`config.mk`:
```
export PLATFORM = sky130hd
export DESIGN_NAME = input_change_event_generator_flat
export DESIGN_NICKNAME = d
export VERILOG_FILES = /design/src/rtl/core/icg_pkg.sv /design/src/rtl/core/icg_if.sv /design/src/rtl/core/icg_key_scan.sv /design/src/rtl/core/icg_slider.sv /design/src/rtl/core/input_change_event_generator.sv /design/src/flat_wrapper.sv
export SDC_FILE = /design/constraint.sdc
export NUM_CORES = 1
export LEC_CHECK = 0
export BUFFER_PORTS_ARGS = -buffer_cell sky130_fd_sc_hd__buf_4
export CORE_MARGIN = 2
export CORE_UTILIZATION = 60
export CTS_BUF_LIST = sky130_fd_sc_hd__clkbuf_4
export CTS_CLUSTER_DIAMETER = 30
export DETAILED_ROUTE_END_ITERATION = 8
export PLACE_DENSITY = 0.88
export SYNTH_ARGS = -nofsm -noshare
export SYNTH_HDL_FRONTEND = slang
export SYNTH_SLANG_ARGS = --single-unit
```
`constraint.sdc`:
```
create_clock -name clk -period 6.9 [get_ports clk]
set_input_delay 1.035 -clock clk [delete_from_list [all_inputs] [get_ports clk]]
set_output_delay 1.035 -clock clk [all_outputs]
set_load 0.01 [all_outputs]
```
`src/rtl/core/icg_pkg.sv`:
```
package icg_pkg;

  localparam int NUM_KEYS_DEF = 24;
  localparam int ADC_BITS_DEF = 12;

  localparam int CFG_IDX_W   = 2;
  localparam int CFG_DATA_W  = 16;
  localparam int SLIDER_CFG_W = 12;
  localparam int HOLD_W      = 16;
  localparam int TIME_W      = 32;
  localparam int VALUE_W     = 32;

  localparam logic [SLIDER_CFG_W-1:0] CENTER_RST    = 12'd750;
  localparam logic [SLIDER_CFG_W-1:0] DEAD_ZONE_RST = 12'd100;
  localparam logic [HOLD_W-1:0]       HOLD_RST      = 16'd300;

  localparam logic [VALUE_W-1:0] KEY_PRESS_FLAG = 32'h0000_0080;

  typedef enum logic [CFG_IDX_W-1:0] {
    CFG_SLIDER_CENTER    = 2'd0,
    CFG_SLIDER_DEAD_ZONE = 2'd1,
    CFG_SLIDER_HOLD_MS   = 2'd2
  } cfg_idx_t;

  typedef enum logic [1:0] {
    EV_KEY    = 2'd0,
    EV_ENC0   = 2'd1,
    EV_ENC1   = 2'd2,
    EV_SLIDER = 2'd3
  } ev_kind_t;

  // Head of the key change shift register.
  typedef struct packed {
    logic chg;
    logic level;
    logic rest_zero;
    logic at_end;
  } key_stat_t;

  // Slider unit strobes.
  typedef struct packed {
    logic load;
    logic decide;
    logic commit;
  } sld_ctl_t;

endpackage

```
`src/rtl/core/icg_if.sv`:
```
interface icg_in_if #(
  parameter int NUM_KEYS = icg_pkg::NUM_KEYS_DEF,
  parameter int ADC_BITS = icg_pkg::ADC_BITS_DEF
);
  logic                 valid;
  logic                 ready;
  logic [NUM_KEYS-1:0]  key_levels;
  logic signed [31:0]   enc0_step;
  logic signed [31:0]   enc1_step;
  logic [ADC_BITS-1:0]  slider_sample;
  logic [31:0]          now_ms;

  modport source (output valid, key_levels, enc0_step, enc1_step, slider_sample, now_ms,
                  input ready);
  modport sink   (input valid, key_levels, enc0_step, enc1_step, slider_sample, now_ms,
                  output ready);
endinterface

interface icg_out_if;
  logic                valid;
  logic                ready;
  icg_pkg::ev_kind_t   event_kind;
  logic signed [31:0]  event_value;
  logic                last_event;

  modport source (output valid, event_kind, event_value, last_event, input ready);
  modport sink   (input valid, event_kind, event_value, last_event, output ready);
endinterface

```
`src/rtl/core/icg_key_scan.sv`:
```
module icg_key_scan #(
  parameter int NUM_KEYS = icg_pkg::NUM_KEYS_DEF,
  parameter int KW       = $clog2(NUM_KEYS)
) (
  input  logic                clk,
  input  logic                rst_n,
  input  logic                load,
  input  logic                primed,
  input  logic                shift,
  input  logic [NUM_KEYS-1:0] keys,
  output icg_pkg::key_stat_t  stat,
  output logic [KW-1:0]       idx
);
  import icg_pkg::*;

  logic [NUM_KEYS-1:0] prev_r;
  logic [NUM_KEYS-1:0] chg_r;
  logic [NUM_KEYS-1:0] lvl_r;
  logic [KW-1:0]       cnt_r;

  always_ff @(posedge clk) begin
    if (!rst_n) begin
      prev_r <= '1;
      chg_r  <= '0;
      cnt_r  <= '0;
    end else if (load) begin
      prev_r <= keys;
      chg_r  <= primed ? (keys ^ prev_r) : '0;
      cnt_r  <= '0;
    end else if (shift) begin
      chg_r  <= chg_r >> 1;
      cnt_r  <= cnt_r + KW'(1);
    end
  end

  always_ff @(posedge clk) begin
    if (load) begin
      lvl_r <= keys;
    end else if (shift) begin
      lvl_r <= lvl_r >> 1;
    end
  end

  assign stat.chg       = chg_r[0];
  assign stat.level     = lvl_r[0];
  assign stat.rest_zero = (chg_r[NUM_KEYS-1:1] == '0);
  assign stat.at_end    = (cnt_r == KW'(NUM_KEYS - 1));
  assign idx            = cnt_r;

endmodule

```
`src/rtl/core/icg_slider.sv`:
```
module icg_slider #(
  parameter int ADC_BITS = icg_pkg::ADC_BITS_DEF
) (
  input  logic                               clk,
  input  logic                               rst_n,
  input  icg_pkg::sld_ctl_t                  ctl,
  input  logic [ADC_BITS-1:0]                sample,
  input  logic [icg_pkg::TIME_W-1:0]         now_ms,
  input  logic [icg_pkg::SLIDER_CFG_W-1:0]   center,
  input  logic [icg_pkg::SLIDER_CFG_W-1:0]   dead_zone,
  input  logic [icg_pkg::HOLD_W-1:0]         hold_ms,
  output logic                               hit,
  output logic [icg_pkg::VALUE_W-1:0]        diff_ext
);
  import icg_pkg::*;

  localparam int MW = (ADC_BITS > SLIDER_CFG_W) ? ADC_BITS : SLIDER_CFG_W;
  localparam int DW = MW + 1;

  logic [ADC_BITS-1:0] samp_r;
  logic [TIME_W-1:0]   now_r;
  logic [TIME_W-1:0]   last_r;
  logic                hit_r;
  logic [DW-1:0]       diff_r;

  logic [DW-1:0]       diff;
  logic [DW-1:0]       mag;
  logic [TIME_W-1:0]   elapsed;

  always_comb begin
    diff    = DW'(samp_r) - DW'(center);
    mag     = diff[DW-1] ? (~diff + DW'(1)) : diff;
    elapsed = now_r - last_r;
  end

  always_ff @(posedge clk) begin
    if (ctl.load) begin
      samp_r <= sample;
      now_r  <= now_ms;
    end
    if (ctl.decide) begin
      diff_r <= diff;
    end
  end

  always_ff @(posedge clk) begin
    if (!rst_n) begin
      last_r <= '0;
      hit_r  <= 1'b0;
    end else begin
      if (ctl.decide) begin
        hit_r <= (mag > DW'(dead_zone)) && (elapsed > TIME_W'(hold_ms));
      end
      if (ctl.commit) begin
        last_r <= now_r;
      end
    end
  end

  assign hit      = hit_r;
  assign diff_ext = {{(VALUE_W-DW){diff_r[DW-1]}}, diff_r};

endmodule

```
`src/rtl/core/input_change_event_generator.sv`:
```
// Channel | Dir | Payload                                              | Accept
// in_ch   | in  | key_levels, enc0/enc1_step, slider_sample, now_ms   | valid & ready
// out_ch  | out | event_kind, event_value, last_event                 | valid & ready
// cfg_*   | in  | cfg_idx selects register, cfg_wdata                  | cfg_we
//
// A scan latches its inputs, makes the slider decision, walks the change shift
// register one key bit at a time, then handles encoder zero, encoder one and the slider.
// The first scan after reset only records key levels.
// Synchronous active-low reset; no clearing pass. An output stall holds the
// sequencer on the event that waits; in_ch.ready rises once the sequencer is back
// to idle, while the final item may still wait at the output.
module input_change_event_generator #(
  parameter int NUM_KEYS = icg_pkg::NUM_KEYS_DEF,
  parameter int ADC_BITS = icg_pkg::ADC_BITS_DEF
) (
  input  logic                            clk,
  input  logic                            rst_n,
  icg_in_if.sink                          in_ch,
  icg_out_if.source                       out_ch,
  input  logic                            cfg_we,
  input  logic [icg_pkg::CFG_IDX_W-1:0]   cfg_idx,
  input  logic [icg_pkg::CFG_DATA_W-1:0]  cfg_wdata
);
  import icg_pkg::*;

  localparam int KW = $clog2(NUM_KEYS);

  typedef enum logic [5:0] {
    S_IDLE   = 6'b000001,
    S_DECIDE = 6'b000010,
    S_KEYS   = 6'b000100,
    S_ENC0   = 6'b001000,
    S_ENC1   = 6'b010000,
    S_SLIDE  = 6'b100000
  } state_t;

  state_t state_r, state_nxt;

  logic [SLIDER_CFG_W-1:0] center_r;
  logic [SLIDER_CFG_W-1:0] dead_zone_r;
  logic [HOLD_W-1:0]       hold_r;
  logic                    primed_r;

  logic [VALUE_W-1:0] enc0_r, enc1_r;
  logic               enc0_nz_r, enc1_nz_r;

  logic               out_valid_r;
  ev_kind_t           out_kind_r;
  logic [VALUE_W-1:0] out_value_r;
  logic               out_last_r;

  logic               in_acc, out_free;
  logic               emit, e_last, key_shift;
  ev_kind_t           e_kind;
  logic [VALUE_W-1:0] e_value;

  key_stat_t          kst;
  logic [KW-1:0]      kidx;
  sld_ctl_t           sctl;
  logic               sld_hit;
  logic [VALUE_W-1:0] sld_diff;

  assign in_ch.ready = (state_r == S_IDLE);
  assign in_acc      = in_ch.valid && in_ch.ready;
  assign out_free    = !out_valid_r || out_ch.ready;

  // Configuration registers; writes to an unused index are dropped.
  always_ff @(posedge clk) begin
    if (!rst_n) begin
      center_r    <= CENTER_RST;
      dead_zone_r <= DEAD_ZONE_RST;
      hold_r      <= HOLD_RST;
    end else if (cfg_we) begin
      unique case (cfg_idx)
        CFG_SLIDER_CENTER:    center_r    <= cfg_wdata[SLIDER_CFG_W-1:0];
        CFG_SLIDER_DEAD_ZONE: dead_zone_r <= cfg_wdata[SLIDER_CFG_W-1:0];
        CFG_SLIDER_HOLD_MS:   hold_r      <= cfg_wdata[HOLD_W-1:0];
        default: ;
      endcase
    end
  end

  icg_key_scan #(.NUM_KEYS(NUM_KEYS), .KW(KW)) u_keys (
    .clk    (clk),
    .rst_n  (rst_n),
    .load   (in_acc),
    .primed (primed_r),
    .shift  (key_shift),
    .keys   (in_ch.key_levels),
    .stat   (kst),
    .idx    (kidx)
  );

  icg_slider #(.ADC_BITS(ADC_BITS)) u_slider (
    .clk       (clk),
    .rst_n     (rst_n),
    .ctl       (sctl),
    .sample    (in_ch.slider_sample),
    .now_ms    (in_ch.now_ms),
    .center    (center_r),
    .dead_zone (dead_zone_r),
    .hold_ms   (hold_r),
    .hit       (sld_hit),
    .diff_ext  (sld_diff)
  );

  // Latch the encoder increments with the scan.
  always_ff @(posedge clk) begin
    if (in_acc) begin
      enc0_r    <= in_ch.enc0_step;
      enc1_r    <= in_ch.enc1_step;
      enc0_nz_r <= (in_ch.enc0_step != '0);
      enc1_nz_r <= (in_ch.enc1_step != '0);
    end
  end

  // Sequencer: pick at most one event per cycle, hold while the output is full.
  always_comb begin
    state_nxt   = state_r;
    emit        = 1'b0;
    e_kind      = EV_KEY;
    e_value     = '0;
    e_last      = 1'b0;
    key_shift   = 1'b0;
    sctl.load   = in_acc && primed_r;
    sctl.decide = 1'b0;
    sctl.commit = 1'b0;
    unique case (state_r)
      S_IDLE: begin
        if (in_acc && primed_r) state_nxt = S_DECIDE;
      end
      S_DECIDE: begin
        sctl.decide = 1'b1;
        state_nxt   = S_KEYS;
      end
      S_KEYS: begin
        // A set change bit is a press when the new level is low.
        e_kind  = EV_KEY;
        e_value = VALUE_W'(kidx) | (kst.level ? '0 : KEY_PRESS_FLAG);
        e_last  = kst.rest_zero && !enc0_nz_r && !enc1_nz_r && !sld_hit;
        if (!kst.chg || out_free) begin
          emit      = kst.chg;
          key_shift = 1'b1;
          if (kst.at_end) state_nxt = S_ENC0;
        end
      end
      S_ENC0: begin
        e_kind  = EV_ENC0;
        e_value = enc0_r;
        e_last  = !enc1_nz_r && !sld_hit;
        if (!enc0_nz_r || out_free) begin
          emit      = enc0_nz_r;
          state_nxt = S_ENC1;
        end
      end
      S_ENC1: begin
        e_kind  = EV_ENC1;
        e_value = enc1_r;
        e_last  = !sld_hit;
        if (!enc1_nz_r || out_free) begin
          emit      = enc1_nz_r;
          state_nxt = S_SLIDE;
        end
      end
      S_SLIDE: begin
        e_kind  = EV_SLIDER;
        e_value = sld_diff;
        e_last  = 1'b1;
        if (!sld_hit || out_free) begin
          emit        = sld_hit;
          sctl.commit = sld_hit;
          state_nxt   = S_IDLE;
        end
      end
      default: state_nxt = S_IDLE;
    endcase
  end

  always_ff @(posedge clk) begin
    if (!rst_n) begin
      state_r  <= S_IDLE;
      primed_r <= 1'b0;
    end else begin
      state_r <= state_nxt;
      if (in_acc) primed_r <= 1'b1;
    end
  end

  // Output register.
  always_ff @(posedge clk) begin
    if (!rst_n) begin
      out_valid_r <= 1'b0;
    end else if (emit) begin
      out_valid_r <= 1'b1;
    end else if (out_ch.ready) begin
      out_valid_r <= 1'b0;
    end
  end

  always_ff @(posedge clk) begin
    if (emit) begin
      out_kind_r  <= e_kind;
      out_value_r <= e_value;
      out_last_r  <= e_last;
    end
  end

  assign out_ch.valid       = out_valid_r;
  assign out_ch.event_kind  = out_kind_r;
  assign out_ch.event_value = out_value_r;
  assign out_ch.last_event  = out_last_r;

endmodule

```
`src/flat_wrapper.sv`:
```
// flat-port wrapper written by rule: the top's interface ports become plain ports
module input_change_event_generator_flat import icg_pkg::*;
#(
  parameter int NUM_KEYS = icg_pkg::NUM_KEYS_DEF,
  parameter int ADC_BITS = icg_pkg::ADC_BITS_DEF
)
  (clk, rst_n, cfg_we, cfg_idx, cfg_wdata, in_ch_valid, in_ch_key_levels, in_ch_enc0_step, in_ch_enc1_step, in_ch_slider_sample, in_ch_now_ms, in_ch_ready, out_ch_valid, out_ch_event_kind, out_ch_event_value, out_ch_last_event, out_ch_ready);
  icg_in_if #(.NUM_KEYS(NUM_KEYS), .ADC_BITS(ADC_BITS)) in_ch_i ();
  icg_out_if out_ch_i ();
  input  logic clk;
  input  logic rst_n;
  input  logic cfg_we;
  input  logic [icg_pkg::CFG_IDX_W-1:0] cfg_idx;
  input  logic [icg_pkg::CFG_DATA_W-1:0] cfg_wdata;
  input wire logic [$bits(in_ch_i.valid)-1:0] in_ch_valid;
  input wire logic [$bits(in_ch_i.key_levels)-1:0] in_ch_key_levels;
  input wire logic [$bits(in_ch_i.enc0_step)-1:0] in_ch_enc0_step;
  input wire logic [$bits(in_ch_i.enc1_step)-1:0] in_ch_enc1_step;
  input wire logic [$bits(in_ch_i.slider_sample)-1:0] in_ch_slider_sample;
  input wire logic [$bits(in_ch_i.now_ms)-1:0] in_ch_now_ms;
  output wire logic [$bits(in_ch_i.ready)-1:0] in_ch_ready;
  output wire logic [$bits(out_ch_i.valid)-1:0] out_ch_valid;
  output wire logic [$bits(out_ch_i.event_kind)-1:0] out_ch_event_kind;
  output wire logic [$bits(out_ch_i.event_value)-1:0] out_ch_event_value;
  output wire logic [$bits(out_ch_i.last_event)-1:0] out_ch_last_event;
  input wire logic [$bits(out_ch_i.ready)-1:0] out_ch_ready;
  assign in_ch_i.valid = in_ch_valid;
  assign in_ch_i.key_levels = in_ch_key_levels;
  assign in_ch_i.enc0_step = in_ch_enc0_step;
  assign in_ch_i.enc1_step = in_ch_enc1_step;
  assign in_ch_i.slider_sample = in_ch_slider_sample;
  assign in_ch_i.now_ms = in_ch_now_ms;
  assign in_ch_ready = in_ch_i.ready;
  assign out_ch_valid = out_ch_i.valid;
  assign out_ch_event_kind = out_ch_i.event_kind;
  assign out_ch_event_value = out_ch_i.event_value;
  assign out_ch_last_event = out_ch_i.last_event;
  assign out_ch_i.ready = out_ch_ready;
  input_change_event_generator #(.NUM_KEYS(NUM_KEYS), .ADC_BITS(ADC_BITS)) u_core (.clk(clk), .rst_n(rst_n), .in_ch(in_ch_i), .out_ch(out_ch_i), .cfg_we(cfg_we), .cfg_idx(cfg_idx), .cfg_wdata(cfg_wdata));
endmodule
```
# Yosys cells after proc, flatten, opt, wreduce, memory -nomap -nowiden
# Index checks and enable logic that the tools add are counted.
# totals
regBits,316
output_inout_bits,37
# classes
add_sub_neg,4
magnitude_cmp,2
n_eq_ne,15
mux,28
bitwise_logic,4
reduce_logical,28
# ops
operator,n
$pmux 32 s4,1
$mux 24,5
$reduce_bool 32->1,2
$mux 6,6
$pmux 6 s6,1
$gt 32x16->1,1
$or 5x32->32,1
$sub 32x32->32,1
$xor 24x24->24,1
$logic_not 23->1,1
$add 13x1->13 const B,1
$gt 13x12->1,1
$mux 13,1
$not 13->13,1
$sub 12x12->13,1
$mux 1,10
$ne 2x1->1 const B,5
$mux 8,1
$pmux 1 s4,2
$logic_and 1x1->1,7
$eq 6x1->1 const B,1
$eq 6x2->1 const B,1
$eq 6x3->1 const B,1
$eq 6x4->1 const B,1
other kinds (16),27

# Depth between registers and ports, before layout
# depth
ltp_word,7
mapped_depth,22

# Modules after synthesis
# From an unflattened synthesis, not the netlist that was laid out.
# unflattened
cells_unflattened,1475
area_unflattened_um2,15514.9
# modules_own_cells
mod,n_inst,cells_each,area_each_um2,seq_area_each_um2
icg_slider,1,680,6506.2,2372.3
input_change_event_generator,1,454,5683.0,3993.8
icg_key_scan,1,341,3325.7,1781.7

# Worst setup path before layout
# OpenSTA, ideal clock, no wires.
# synth_timing
kind,register to register
start,register u_core.state_r[3]
end,register u_core.u_keys.lvl_r[14] (data pin)
arrival_time_ps,3916
slack_ps,2841
path_stages_with_launch,9
n_path_buf,1
synth_period_minus_slack_ps,4059
cell_sequence,dfxtp_1 > nor2_1 > nand2_1 > nor3b_1 > nand2_1 > inv_2 > clkbuf_1 > nand2_1 > nand2_1
# synth_between
elab_chain_cells,3
# synth_rtl
item,line,rtl
"start, declared",input_change_event_generator.sv:37,"state_t state_r, state_nxt;"
"start signal, assigned",input_change_event_generator.sv:184,state_r <= state_nxt;
$eq 6x1->1,input_change_event_generator.sv:63,assign in_ch.ready = (state_r == S_IDLE);
via in_ch_ready,flat_wrapper.sv:21,output wire logic [$bits(in_ch_i.ready)-1:0] in_ch_ready;
$logic_and 1x1->1,input_change_event_generator.sv:64,assign in_acc = in_ch.valid && in_ch.ready;
via u_core.in_acc,input_change_event_generator.sv:52,"logic in_acc, out_free;"
$mux 24,icg_key_scan.sv:37,if (load) begin
"end signal, assigned",icg_key_scan.sv:38,lvl_r <= keys;
"end signal, assigned",icg_key_scan.sv:40,lvl_r <= lvl_r >> 1;
"end, declared",icg_key_scan.sv:18,logic [NUM_KEYS-1:0] lvl_r;
# The timed path passes the listed nets, and every way through them passes these cells.
# A chain may end at the register's enable or synchronous reset.

# Worst setup path after layout
# layout_timing
start,register u_core.u_slider.samp_r[0]
end,register u_core.u_slider.hit_r (netlist: u_core.u_slider.hit)
# layout_between
elab_chain_cells,6
# layout_rtl
item,line,rtl
"start, declared",icg_slider.sv:20,logic [ADC_BITS-1:0] samp_r;
"start signal, assigned",icg_slider.sv:38,samp_r <= sample;
$sub 12x12->13 *,icg_slider.sv:31,diff = DW'(samp_r) - DW'(center);
via u_core.u_slider.diff[12],icg_slider.sv:26,logic [DW-1:0] diff;
$not 13->13,icg_slider.sv:32,mag = diff[DW-1] ? (~diff + DW'(1)) : diff;
$add 13x1->13,icg_slider.sv:32,
$mux 13 *,icg_slider.sv:32,
$gt 13x12->1 *,icg_slider.sv:52,hit_r <= (mag > DW'(dead_zone)) && (elapsed > TIME_W'(hold_ms));
$logic_and 1x1->1 *,icg_slider.sv:52,
"end signal, assigned",icg_slider.sv:52,
"end, declared",icg_slider.sv:23,logic hit_r;
# The timed path passes the listed nets; every way through them passes the cells marked *.

==> impl_metrics.toml <==
[sta]
finalClockSkew_ns = 0.0549
setup_ws_ns = 2.44
rsz0062_at_grt = "no"
slew_headroom_pct = 17.1
tightest_slew_ns = 1.24
setup_viol = 0
finalCriticalPeriod_ns = 4.46
timing.hold.ws_ns = 0.452
drv_slew = 0
hold_viol = 0
setup-tns-final_ns = 0
clock.fmax_ghz = 0.224
finalCritPeriodShare_pct = 64.6

[flow_run]
maxCapViolations = 0

[route]
drt_iter0_drc = 971
vias = 12200
drt_first_pass_iters = 7
routed_via_density = 5.83
wl_um = 36600
drc_errors = 0
antenna_left = 0
post_drt_wl_per_cell_um = 17.5

[synthesis]
yosys_warnings = 0
synth_top_area_cell = "edfxtp_1"
synth.top_cell.area_share_pct = 36.6
netlist_instances = 1478
synth_cell_types = 69
synth_area_per_cell_um2 = 10.1
async_flop_share_pct = 0
seq_area_frac_synth_pct = 54.6
ys_ff_latch = 316
synth_area_um2 = 14900
ys_top_cells_by_area = "edfxtp_1 (37%), dfxtp_1 (18%), nand2_1 (8.2%), ha_1 (6.1%), a21oi_1 (5.4%)"
syn_nets = 1708
synth_edf_count = 182
ys.flop_type = "edfxtp_1"

[worst_setup_path]
crit_path_end_kind = "register"
crit_fanout = 8
critPathKind = "reg2reg"
start_kind = "register"
cp_data_required_time_ns = 7.52
crit_arrival_ns = 5.08

[cts]
clock-sinks = 316
cts-buffers-inserted = 81
worstSkewPairLatency_ns = 0.72
clkTransAtPathRegs_ns = 0.07
cts_hold_buf = 0
htree_levels = 3
cts_setup_buffers = 0
cts_root_buffer = "clkbuf_4"
cts_tree = "done"
clk_path_buf_depth = 3
cts_resized = 0

[place]
place_hpwl_um = 25400
place_area_um2 = 16600
numPortBuffers = 191
pre_cts_ws_ns = 2.51
dp.cells = 1936
gp_congestion = 0.910

[power]
fin_total_pwr_mw = 5.80
pwr_density_cell_nw_per_um2 = 326
power_leakage_nw = 7.00
irDropWorstVdd_v = 0.000208

[floorplan]
die_x_um = 162
floorplan.initialDensity_pct = 61.2
fp-row-count = 57
core-area_um2 = 24400
die_area_um2 = 26200
boundaryPins = 192
die-height_um = 162

[status]
outcome = "finished clean"

[final_layout]
syn_to_final_growth_pct = 19.1
final_common_cell = "nand2_1"
instances_no_fill = 2090
final_util_pct = 72.9
fin_nets = 1925
drive_above_1_share_pct = 20.6
final_cell_mix = "nand2_1 (326), buf_4 (199), edfxtp_1 (182), a21oi_1 (158), dfxtp_1 (134)"
finalInstanceArea_um2 = 17800

[global_route]
antenna_found_initial = 2
grt-ovfl-total = 0
grt_pass1_wl_um = 58400
grt_max_degree = 82
grt_pass1_vias = 12000
track_usage_pct = 27.7

[hold_path]
hold_class = "reg2reg"
[cell type report]
class,instances,area [um2]
Clock inverter,38,310
Antenna cell,2,5.00
Inverter,94,354
Multi-Input combinational cell,1003,6210
Sequential cell,316,8150
Clock buffer,114,856
Fill cell,1705,6610
Timing Repair Buffer,199,1490
Tap cell,324,405
[per-layer routing]
metal  wire length [um]  vias up  global-route usage, %
met4               1540        0                   13.4
met1              14300     5707                   33.7
met2              18100      540                   47.7
met5                  0        -                      0
li1                   -     5808                      -
met3               2640      120                   5.34
[logic make-up (layout without fill, tap and decap cells)]
logic type,Yosys count,after routing,synth area share (%)
and+or+nand+nor,501,501,14.9
AOI/OAI and AO/OA,352,352,15.6
DFF,316,316,54.6
buffers and inverters,159,445,4.06
adders and majority gates,75,75,6.39
xor gates and xnor gates,72,72,4.22
muxes,3,3,0.201
other,0,2,0
[worst max-delay path, stage by stage (launching register included)]
cell      delay (ns)
edfxtp_1        0.32
inv_1           0.04
ha_1            0.24
fa_1            0.45
nand2b_1        0.19
a21oi_1         0.26
o211ai_1        0.12
nand2_1         0.09
a41oi_1         0.13
a21oi_1         0.53
inv_1           0.24
and2_1          0.21
xor2_1          0.15
ha_1            0.32
nand3_1         0.11
a21oi_1         0.19
nand2_1         0.08
o21a_1          0.17
o31ai_1         0.20
o21ai_0         0.15
a31oi_1         0.19
[path summary, 6_finish.rpt]
check	end	depth (start not counted)	slack (ns)	start
worst max register to register	u_core.u_slider.hit	20	2.44	u_core.u_slider.samp_r[0]
worst min register to register	u_core.u_slider.last_r[14]	2	0.45	u_core.u_slider.last_r[14]
worst min-delay path	u_core.u_slider.last_r[14]	2	0.45	u_core.u_slider.last_r[14]
worst max-delay path	u_core.u_slider.hit	20	2.44	u_core.u_slider.samp_r[0]
[synth_stat cells, types with 3 or more instances]
cell,instances
nand4_1,23
nand3_1,10
a22oi_1,12
a221o_1,22
mux2i_1,3
a31oi_1,4
buf_1,3
and2_1,5
a21o_1,17
nand2b_1,4
o21ai_1,5
a222oi_1,7
o31ai_1,8
o21bai_1,4
o211ai_1,18
clkbuf_1,60
nor2_1,53
a21oi_1,160
a221oi_1,3
edfxtp_1,182
xnor2_1,27
or2_2,7
nand3b_1,4
ha_1,73
o31a_1,4
dfxtp_1,134
o21a_1,11
nand2_1,327
a211oi_1,4
and3_1,4
nor3_1,10
a41oi_1,3
nor2b_1,9
o21ai_0,25
xor2_1,45
nor3b_1,4
inv_1,93
and3b_1,3
nand4b_1,3
nor4_1,26
a311oi_1,23
[flip-flops by register name, summed over array words and instances, names as in the netlist]
name and cells:
u_core.out_ch.event_kind 2, u_core.u_slider.last_r 32, u_core.out_ch.valid 1, u_core.u_slider.samp_r 12, u_core.enc1_nz_r 1, u_core.u_keys.chg_r 24
u_core.state_r 6, u_core.u_slider.diff_r 13, u_core.u_slider.now_r 32, u_core.u_slider.hit 1, u_core.enc1_r 32, u_core.hold_r 16
u_core.center_r 12, u_core.u_keys.idx 5, u_core.primed_r 1, u_core.enc0_r 32, u_core.u_keys.prev_r 24, u_core.out_ch.last_event 1
u_core.out_ch.event_value 32, u_core.dead_zone_r 12, u_core.enc0_nz_r 1, u_core.u_keys.lvl_r 24
[report_power, final]
group	switching [mW]	internal, mW	leakage, nW
registers	0.192	2.46	2.85
logic	0.874	0.522	3.47
clock network	0.784	0.970	0.680
total	1.85	3.95	7.00
Note: power is estimated with default switching activity, not from simulation.
